`src/sv/fms_pkg.sv`:
```
`timescale 1ns / 1ps

package fms_pkg;

    localparam int SVC_W   = 4;
    localparam int COUNT_W = 4;
    localparam int MASK_W  = 3;

    typedef logic [SVC_W-1:0]   svc_t;
    typedef logic [COUNT_W-1:0] count_t;
    typedef logic [MASK_W-1:0]  mask_t;

    typedef struct packed {
        logic arrival_valid;
        svc_t service_ticks;
    } arrival_t;

    typedef struct packed {
        logic   arrival_dropped;
        mask_t  started_mask;
        mask_t  finished_mask;
        mask_t  busy_mask;
        count_t queue_count;
    } result_t;

    // Status of the job queue for the word being processed.
    typedef struct packed {
        logic   dropped;
        count_t queue_count;
    } q_status_t;

    // Per-server event masks for the word being processed.
    typedef struct packed {
        mask_t started;
        mask_t finished;
        mask_t busy;
    } srv_status_t;

endpackage

```
`src/sv/fms_if.sv`:
```
`timescale 1ns / 1ps

interface fms_arrival_if;
    import fms_pkg::*;

    logic     valid;
    logic     ready;
    arrival_t data;

    modport source (output valid, output data, input ready);
    modport sink (input valid, input data, output ready);
endinterface

interface fms_result_if;
    import fms_pkg::*;

    logic    valid;
    logic    ready;
    result_t data;

    modport source (output valid, output data, input ready);
    modport sink (input valid, input data, output ready);
endinterface

```
`src/sv/fms_job_queue.sv`:
```
`timescale 1ns / 1ps

module fms_job_queue #(
    parameter int QUEUE_SLOTS = 16,
    parameter int NUM_SERVERS = 3
) (
    input  logic                                 clk,
    input  logic                                 rst_n,
    input  logic                                 advance,
    input  logic                                 push_req,
    input  fms_pkg::svc_t                        push_data,
    input  logic [$clog2(NUM_SERVERS+1)-1:0]     pop_cnt,
    output logic [$clog2(NUM_SERVERS+1)-1:0]     avail,
    output fms_pkg::svc_t                        window [NUM_SERVERS],
    output fms_pkg::q_status_t                   status
);
    import fms_pkg::*;

    localparam int CNT_W = $clog2(QUEUE_SLOTS);
    localparam int PW    = $clog2(NUM_SERVERS + 1);
    localparam int DEPTH = QUEUE_SLOTS - 1;

    // Collapsing queue: entry 0 is always the head job.
    svc_t             entry_reg  [DEPTH];
    svc_t             entry_next [DEPTH];
    logic [CNT_W-1:0] count_reg;
    logic [CNT_W-1:0] count_next;
    logic             full;
    logic             accept;
    int               total;

    assign full   = (int'(count_reg) == DEPTH);
    assign accept = push_req && !full;
    assign total  = int'(count_reg) + int'(accept);
    assign avail  = (total > NUM_SERVERS) ? PW'(NUM_SERVERS) : PW'(total);

    assign count_next = CNT_W'(int'(count_reg) + int'(accept) - int'(pop_cnt));

    assign status.dropped     = push_req && full;
    assign status.queue_count = COUNT_W'(count_next);

    // The arriving job sits right behind the stored entries, so a server can
    // take it in the same tick.
    for (genvar j = 0; j < NUM_SERVERS; j++) begin : g_window
        if (j < DEPTH) begin : g_stored
            assign window[j] = (j < int'(count_reg)) ? entry_reg[j] : push_data;
        end
        else begin : g_arrival
            assign window[j] = push_data;
        end
    end

    // Entries past the new length are never read, so they may take any value.
    for (genvar k = 0; k < DEPTH; k++) begin : g_entry
        always_comb
        begin
            entry_next[k] = push_data;
            for (int s = 0; s <= NUM_SERVERS; s++)
            begin
                if (int'(pop_cnt) == s && k + s < DEPTH && k + s < int'(count_reg))
                begin
                    entry_next[k] = entry_reg[k + s];
                end
            end
        end
    end

    always_ff @(posedge clk)
    begin
        if (advance)
        begin
            entry_reg <= entry_next;
        end
    end

    always_ff @(posedge clk or negedge rst_n)
    begin
        if (!rst_n)
        begin
            count_reg <= '0;
        end
        else if (advance)
        begin
            count_reg <= count_next;
        end
    end

endmodule

```
`src/sv/fms_server_bank.sv`:
```
`timescale 1ns / 1ps

module fms_server_bank #(
    parameter int NUM_SERVERS = 3
) (
    input  logic                             clk,
    input  logic                             rst_n,
    input  logic                             advance,
    input  logic [$clog2(NUM_SERVERS+1)-1:0] avail,
    input  fms_pkg::svc_t                    window [NUM_SERVERS],
    output logic [$clog2(NUM_SERVERS+1)-1:0] pop_cnt,
    output fms_pkg::srv_status_t             status,
    output logic [NUM_SERVERS-1:0]           busy_state
);
    import fms_pkg::*;

    localparam int PW = $clog2(NUM_SERVERS + 1);

    logic [NUM_SERVERS-1:0] busy_reg;
    logic [NUM_SERVERS-1:0] busy_next;
    svc_t                   rem_reg  [NUM_SERVERS];
    svc_t                   rem_next [NUM_SERVERS];

    // Servers are served in fixed order; each idle one takes the next job.
    always_comb
    begin
        logic [PW-1:0] pops;
        logic          start;
        logic          active;
        svc_t          rem;
        svc_t          dec;
        svc_t          job;

        pops   = '0;
        status = '0;
        for (int i = 0; i < NUM_SERVERS; i++)
        begin
            start = !busy_reg[i] && (pops < avail);
            job   = window[0];
            for (int j = 0; j < NUM_SERVERS; j++)
            begin
                if (pops == PW'(j))
                begin
                    job = window[j];
                end
            end
            if (start)
            begin
                pops = pops + PW'(1);
            end
            rem    = start ? job : rem_reg[i];
            active = busy_reg[i] || start;
            dec    = rem - SVC_W'(1);
            rem_next[i]  = active ? dec : rem_reg[i];
            busy_next[i] = active && (dec != '0);
            if (i < MASK_W)
            begin
                status.started[i]  = start;
                status.finished[i] = active && (dec == '0);
                status.busy[i]     = active && (dec != '0);
            end
        end
        pop_cnt = pops;
    end

    assign busy_state = busy_reg;

    always_ff @(posedge clk or negedge rst_n)
    begin
        if (!rst_n)
        begin
            busy_reg <= '0;
            for (int i = 0; i < NUM_SERVERS; i++)
            begin
                rem_reg[i] <= '0;
            end
        end
        else if (advance)
        begin
            busy_reg <= busy_next;
            rem_reg  <= rem_next;
        end
    end

endmodule

```
`src/sv/fifo_multi_server_dispatch_top.sv`:
```
`timescale 1ns / 1ps

// Job queue feeding a row of servers, one tick per arrival word. Each word may
// carry a job that is appended to a queue of QUEUE_SLOTS-1 jobs (dropped and
// flagged when full); idle servers then take head jobs in order 0 upward and
// every busy server counts down, so a job of length 1 starts and ends in the
// same tick. Exactly one result word comes out per arrival word. The block
// takes one word per clock cycle while results.ready is high; each word goes
// through an input register, then the queue update and the server priority
// chain in one pass into the result register. Only servers 0 to 2 show in
// the masks and queue_count carries the low four bits of the queue length.
module fifo_multi_server_dispatch_top #(
    parameter int QUEUE_SLOTS = 16,
    parameter int NUM_SERVERS = 3
) (
    input  logic           clk,
    input  logic           rst_n,
    fms_arrival_if.sink    arrivals,
    fms_result_if.source   results
);
    import fms_pkg::*;

    localparam int PW = $clog2(NUM_SERVERS + 1);

    logic                   in_valid_reg;
    arrival_t               in_data_reg;
    logic                   out_valid_reg;
    result_t                out_data_reg;
    logic                   advance;
    logic [PW-1:0]          avail;
    logic [PW-1:0]          pop_cnt;
    svc_t                   window [NUM_SERVERS];
    q_status_t              q_stat;
    srv_status_t            s_stat;
    logic [NUM_SERVERS-1:0] busy_state;
    mask_t                  busy_view;

    assign advance        = in_valid_reg && (!out_valid_reg || results.ready);
    assign arrivals.ready = !in_valid_reg || advance;
    assign results.valid  = out_valid_reg;
    assign results.data   = out_data_reg;

    fms_job_queue #(
        .QUEUE_SLOTS (QUEUE_SLOTS),
        .NUM_SERVERS (NUM_SERVERS)
    ) u_queue (
        .clk       (clk),
        .rst_n     (rst_n),
        .advance   (advance),
        .push_req  (in_data_reg.arrival_valid),
        .push_data (in_data_reg.service_ticks),
        .pop_cnt   (pop_cnt),
        .avail     (avail),
        .window    (window),
        .status    (q_stat)
    );

    fms_server_bank #(
        .NUM_SERVERS (NUM_SERVERS)
    ) u_servers (
        .clk        (clk),
        .rst_n      (rst_n),
        .advance    (advance),
        .avail      (avail),
        .window     (window),
        .pop_cnt    (pop_cnt),
        .status     (s_stat),
        .busy_state (busy_state)
    );

    always_comb
    begin
        busy_view = '0;
        for (int i = 0; i < NUM_SERVERS; i++)
        begin
            if (i < MASK_W)
            begin
                busy_view[i] = busy_state[i];
            end
        end
    end

    always_ff @(posedge clk)
    begin
        if (arrivals.valid && arrivals.ready)
        begin
            in_data_reg <= arrivals.data;
        end
        if (advance)
        begin
            out_data_reg.arrival_dropped <= q_stat.dropped;
            out_data_reg.started_mask    <= s_stat.started;
            out_data_reg.finished_mask   <= s_stat.finished;
            out_data_reg.busy_mask       <= s_stat.busy;
            out_data_reg.queue_count     <= q_stat.queue_count;
        end
    end

    always_ff @(posedge clk or negedge rst_n)
    begin
        if (!rst_n)
        begin
            in_valid_reg  <= 1'b0;
            out_valid_reg <= 1'b0;
        end
        else
        begin
            if (arrivals.ready)
            begin
                in_valid_reg <= arrivals.valid;
            end
            if (advance)
            begin
                out_valid_reg <= 1'b1;
            end
            else if (results.ready)
            begin
                out_valid_reg <= 1'b0;
            end
        end
    end

`ifndef SYNTHESIS
    // The reported busy mask is the server state left behind by that tick.
    a_busy_matches_state: assert property (@(posedge clk) disable iff (!rst_n)
        advance |=> results.data.busy_mask == busy_view)
        else $error("busy mask differs from server state");

    // A server only takes a job when it was idle before the tick.
    a_start_only_idle: assert property (@(posedge clk) disable iff (!rst_n)
        advance |=> (results.data.started_mask & $past(busy_view)) == '0)
        else $error("busy server started a new job");

    // A server that finished is idle afterwards.
    a_finish_not_busy: assert property (@(posedge clk) disable iff (!rst_n)
        results.valid |-> (results.data.finished_mask & results.data.busy_mask) == '0)
        else $error("server both finished and busy");
`endif

endmodule
```
`src/flat_wrapper.sv`:
```
// flat-port wrapper written by rule: the top's interface ports become plain ports
module fifo_multi_server_dispatch_top_flat import fms_pkg::*;
#(
    parameter int QUEUE_SLOTS = 16,
    parameter int NUM_SERVERS = 3
)
  (clk, rst_n, arrivals_valid, arrivals_data, arrivals_ready, results_valid, results_data, results_ready);
  fms_arrival_if arrivals_i ();
  fms_result_if results_i ();
  input  logic clk;
  input  logic rst_n;
  input wire logic [$bits(arrivals_i.valid)-1:0] arrivals_valid;
  input wire logic [$bits(arrivals_i.data)-1:0] arrivals_data;
  output wire logic [$bits(arrivals_i.ready)-1:0] arrivals_ready;
  output wire logic [$bits(results_i.valid)-1:0] results_valid;
  output wire logic [$bits(results_i.data)-1:0] results_data;
  input wire logic [$bits(results_i.ready)-1:0] results_ready;
  assign arrivals_i.valid = arrivals_valid;
  assign arrivals_i.data = arrivals_data;
  assign arrivals_ready = arrivals_i.ready;
  assign results_valid = results_i.valid;
  assign results_data = results_i.data;
  assign results_i.ready = results_ready;
  fifo_multi_server_dispatch_top #(.QUEUE_SLOTS(QUEUE_SLOTS), .NUM_SERVERS(NUM_SERVERS)) u_core (.clk(clk), .rst_n(rst_n), .arrivals(arrivals_i), .results(results_i));
endmodule
```
`config.mk`:
```
export PLATFORM = sky130hd
export DESIGN_NAME = fifo_multi_server_dispatch_top_flat
export DESIGN_NICKNAME = d
export VERILOG_FILES = /design/src/sv/fms_pkg.sv /design/src/sv/fms_if.sv /design/src/sv/fms_job_queue.sv /design/src/sv/fms_server_bank.sv /design/src/sv/fifo_multi_server_dispatch_top.sv /design/src/flat_wrapper.sv
export SDC_FILE = /design/constraint.sdc
export NUM_CORES = 1
export LEC_CHECK = 0
export BUFFER_PORTS_ARGS = -buffer_cell sky130_fd_sc_hd__buf_2
export CAP_MARGIN = 20
export CORE_ASPECT_RATIO = 0.8
export CORE_MARGIN = 2
export CORE_UTILIZATION = 35
export CTS_CLUSTER_SIZE = 20
export DETAILED_ROUTE_END_ITERATION = 7
export GPL_TIMING_DRIVEN = 0
export PLACE_DENSITY = 0.47
export SYNTH_ARGS = -nofsm -noshare
export SYNTH_HDL_FRONTEND = slang
export SYNTH_SLANG_ARGS = --single-unit
```
`constraint.sdc`:
```
create_clock -name clk -period 6.42 [get_ports clk]
set_input_delay 0.321 -clock clk [delete_from_list [all_inputs] [get_ports clk]]
set_output_delay 0.321 -clock clk [all_outputs]
set_load 0.1 [all_outputs]
```
[Yosys cells after proc, flatten, opt, wreduce, memory -nomap -nowiden]
Cells that the tools add are included.
Cells by class
  order comparisons: 19
  add/subtract/negate cells: 7
  reductions and logical operators: 104
  bitwise gates (word level): 1
  eq/ne operators: 22
  mux-type cells: 69
Operators with widths (number)
  two-way mux 4 bit: 63
  logical AND 1 bit: 67
  inequality test 4 x 1 -> 1 bit (second input constant): 12
  AND reduction 2 bit: 18
  < comparator 4 bit (first input constant): 7
  < comparator 3 x 4 -> 1 bit (first input constant): 4
  logical NOT 4 bit: 3
  nonzero test 4 bit: 3
  subtractor 4 x 1 -> 4 bit (second input constant): 3
  == test 2 bit (second input constant): 4
  < comparator 1 x 4 -> 1 bit (first input constant): 2
  < comparator 2 x 4 -> 1 bit (first input constant): 2
  == test 2 x 1 -> 1 bit (second input constant): 3
  logical NOT 1 bit: 6
  two-way mux 2 bit: 3
  adder 4 x 1 -> 5 bit: 1
  greater-than comparator 5 x 2 -> 1 bit (second input constant): 1
  logical OR 1 bit: 5
  adder 2 x 1 -> 2 bit (second input constant): 2
  == test 4 x 1 -> 1 bit (second input constant): 1
  < comparator 2 bit: 2
  subtractor 4 x 2 -> 4 bit: 1
  two-way mux 1 bit: 3
  inequality test 3 x 1 -> 1 bit (second input constant): 1
  other kinds (5): 5
Word-level totals
  input bits: 9
  register bits after elaboration: 100
  output and inout bits: 16
  logic and storage cells: 251

[Longest topological paths before layout]
  word-level depth: 21
  mapped depth: 28
  gate-level depth less buffers: 23

[By module]
A second synthesis with hierarchy kept.
Unflattened totals
  cell total of the unflattened synthesis: 661
  area, all modules: 6577.6 um2
By module, submodules not included
  fms_job_queue: instances 1, area an instance 4500.6 um2, cells an instance 469, seq. area each 1901.8 um2
  fms_server_bank: instances 1, area an instance 1402.6 um2, cells an instance 165, seq. area each 375.4 um2
  fifo_multi_server_dispatch_top: instances 1, area an instance 674.4 um2, cells an instance 27, seq. area each 620.6 um2

[Worst setup path after synthesis]
OpenSTA, ideal clock, no wires.
  path type: register to register
  from: register u_core.u_queue.count_reg[2]
  to: register u_core.u_queue.count_reg[3]
  period minus slack after synthesis: 5.552 ns
  data required time: 6.295 ns
  path buffers: 5
  setup time: 0.125 ns
  cell stages (with the launch flop): 29
  arrival: 5.427 ns
  path slack: 0.868 ns
  cells stage by stage: dfrtp_1 > buf_6 > clkbuf_1 > and3_1 > clkbuf_1 > nand2_1 > and2_1 > ha_1 > clkbuf_1 > and3b_1 > o21ai_2 > nand2_2 > inv_2 > ha_1 > ha_1 > nor3b_1 > a21boi_0 > o311a_1 > nor2_1 > clkbuf_1 > nand2_1 > inv_1 > ha_1 > a21oi_1 > nand2_1 > xnor2_1 > a32oi_1 > xnor2_1 > mux2_2
RTL lines
  start: declaration: RTL line fms_job_queue.sv:26  | logic [CNT_W-1:0] count_reg;
  start signal: assignment: RTL line fms_job_queue.sv:84  | count_reg <= count_next;

==> results.sh <==
export IMPL_syn2layout_area_growth_pct=12.76
export IMPL_h_tree_depth=3
export IMPL_avgRoutedWirePerCell_um=21.40
export IMPL_combPwrFrac_pct=58.0
export IMPL_cts_sinks=100
export IMPL_antenna_found_initial=0
export IMPL_worstPathRequired_ns=6.67
export IMPL_synth_ff_type="edfxtp_1"
export IMPL_crit_fanout=11
export IMPL_p_int_mw=2.291
export IMPL_grt_pass1_vias=5429
export IMPL_track_usage_pct=20.96
export IMPL_ir_drop_mv=0.2097
export IMPL_synth_top_cell_area_share_pct=36.11
export IMPL_setup_viol=0
export IMPL_num_antenna_cells=0
export IMPL_grt_max_degree=22
export IMPL_die_w_um=157.2
export IMPL_drtIter0Drc=570
export IMPL_critPathCaptureType="flip-flop"
export IMPL_fin_tns_setup_ns=0
export IMPL_final_nets=727
export IMPL_synth_edff_count=79
export IMPL_dp_hpwl_um=15270
export IMPL_dieHeight_um=126.5
export IMPL_clk_pin_slew_ns=0.07
export IMPL_cts_inserted_buffers=9
export IMPL_cts_setup_buffers=0
export IMPL_yosys_top_cells_area="edfxtp_1 (36%), mux2i_1 (9.0%), dfrtp_1 (8.0%)"
export IMPL_power_frac_seq_pct=28.7
export IMPL_fin_skew_ns=0.008774
export IMPL_cap_violations=0
export IMPL_ys_types=74
export IMPL_first_pass_iters=7
export IMPL_fillers=1828
export IMPL_drc=0
export IMPL_synthCells=667
export IMPL_hold_depth=1
export IMPL_fmax_mhz=166.2
export IMPL_async_flop_share_pct=21.00
export IMPL_fin_util_pct=40.53
export IMPL_finalHoldViolCount=0
export IMPL_multi_input_area_um2=3453
export IMPL_yosysSeqAreaShare_pct=44.11
export IMPL_routed_wl_um=20560
export IMPL_die_area_um2=19890
export IMPL_synth_seq_cells=100
export IMPL_io_pins=25
export IMPL_worstSetupPathType="flip-flop to flip-flop"
export IMPL_arrival_ns=6.26
export IMPL_vias=5699
export IMPL_ff2ff_path_depth=27
export IMPL_slew_violations=0
export IMPL_clk_latency_ns=0.36
export IMPL_drt_vias_per_instance=5.930
export IMPL_hp_class="input pin to flip-flop"
export IMPL_yosys_warnings=0
export IMPL_worst_pin_slew_ns=0.9142
export IMPL_synth_most_common_cell="edfxtp_1"
export IMPL_synth_area_per_cell_um2=9.848
export IMPL_leakagePower_nw=2.597
export IMPL_largest_reg_flops=60
export IMPL_ant_nets=0
export IMPL_clkPwrFrac_pct=13.3
export IMPL_outcome="complete, no violations"
export IMPL_clockRootBuffer="clkbuf_16"
export IMPL_grt_pass1_wl_um=31930
export IMPL_synth_net_count=691
export IMPL_switching_power_mw=2.151
export IMPL_synth_area_leader_cell="edfxtp_1"
export IMPL_grt_overflow=0
export IMPL_netlist_area_um2=6569
export IMPL_start_util_pct=35.94
export IMPL_gp_congestion=0.8322
export IMPL_power_mw=4.442
export IMPL_startpoint_type="flip-flop"
export IMPL_cts_buffer_depth=2
export IMPL_relSlewSlack_pct=38.69
export IMPL_ff_latch_area_um2=2898
export IMPL_port_buffer_count=24
export IMPL_cts_tree="built"
export IMPL_drive_gt1_share_pct=13.28
export IMPL_power_density_nw_per_um2=599.6
export IMPL_fin_crit_sh_pct=93.73
export IMPL_rows=44
export IMPL_p_sw_share_pct=48.43
export IMPL_fin_crit_ns=6.018
export IMPL_synth_common_cells="edfxtp_1 (79), nand2_1 (61), mux2i_1 (59), a21oi_1 (57), nor2_1 (40)"
export IMPL_core_area_um2=18280
-- per-layer routing --
metal | part of all wire (%) | GRT usage, % | up-vias
met3 | 7.6 | 4.202 | 15
li1 | - | - | 2619
met1 | 50 | 32.57 | 2821
met4 | 0.94 | 4.920 | 0
met2 | 42 | 29.67 | 244
met5 | 0 | 0 | -
-- cell families after synthesis --
family          count (synthesis)  synth area share (%)
flops                         100                 44.11
simple gates                  192                 14.30
compound gates                214                 21.94
xor+xnor                       10                 1.333
mux                            71                 11.26
buf+inv                        65                 4.076
fa+ha+maj                      15                 2.971
-- area by class of cell --
class                      instances  share of cell area (%)
clock inverter                     4                  0.7432
multi-input combinational        502                   46.62
tap                              253                   4.274
buffer                            46                   2.720
sequential                       100                   39.12
timing repair buffer              26                   1.959
inverter                          18                  0.9459
clock buffer                      12                   3.615
-- final timing paths --
path                                                  start                           to  slack (ns)
max in group asynchronous                             rst_n  u_core.u_servers.rem_reg[7]        5.57
worst min register to register        u_core.in_data_reg[0]  u_core.u_queue.entry_reg[0]        0.47
worst max-delay path            u_core.u_queue.count_reg[2]  u_core.u_queue.count_reg[3]        0.40
min in group asynchronous                             rst_n         u_core.results.valid        0.48
worst min-delay path                       arrivals_data[2]        u_core.in_data_reg[2]        0.14
worst max register to register  u_core.u_queue.count_reg[2]  u_core.u_queue.count_reg[3]        0.40
-- worst max-delay path, stage by stage, from the launching register on --
cell and delay (ns):
dfrtp_1 0.34, buf_6 0.14, clkbuf_2 0.25, and3_2 0.34, nand2_1 0.13, and2_1 0.23, ha_1 0.20, clkbuf_1 0.18
and3b_1 0.26, o21ai_4 0.31, nand2_4 0.16, inv_4 0.16, ha_2 0.26, ha_1 0.29, nor3b_1 0.17, a21boi_1 0.16
o311a_1 0.36, nor2_2 0.20, clkbuf_4 0.26, nand2_1 0.14, inv_1 0.09, ha_1 0.22, a21oi_1 0.19, nand2_1 0.09
xnor2_1 0.13, a32oi_1 0.23, xnor2_1 0.12, mux2_2 0.29
-- stage by stage --
step | hold slack (ns) | instance area [µm²] | instances | setup slack, ns
after global placement | 0.3411 | 7005 | 944 | -0.4942
final | 0.1357 | 7407 | 961 | 0.4025
after global routing | 0.1252 | 7407 | 961 | -0.005292
after detailed placement | 0.3366 | 7020 | 945 | -0.5465
after floorplan | 0.02541 | 6569 | 667 | 0.8681
after CTS | 0.1241 | 7361 | 961 | 0.09956
-- power groups by stage --
| stage | registers, mW | logic, mW | clock network, mW |
|---|---|---|---|
| global placement | 1.28 | 2.46 | 0 |
| global route | 1.30 | 2.82 | 0.627 |
| floorplan | 1.40 | 1.71 | 0 |
| detailed placement | 1.27 | 2.50 | 0 |
| CTS | 1.27 | 2.52 | 0.602 |
| finish | 1.28 | 2.58 | 0.589 |
-- cells in the final DEF, fill, tap and decap left out, types with 21 or more instances in the layout --
cell      Yosys  routed
mux2i_1      59      59
a21oi_1      57      57
clkbuf_1     35      33
o21ai_0      30      30
nor2_1       40      39
o22ai_1      36      36
nand2_1      61      61
dfrtp_1      21      21
edfxtp_1     79      79
buf_2         4      28
-- timing repair --
action | in CTS | in global routing
setup endpoints to repair | 25 | 26
resized for setup | 4 | 12
hold endpoints to repair | 21 | 0
hold buffers | 1 | 0
Power figures use the tool's default switching activity.
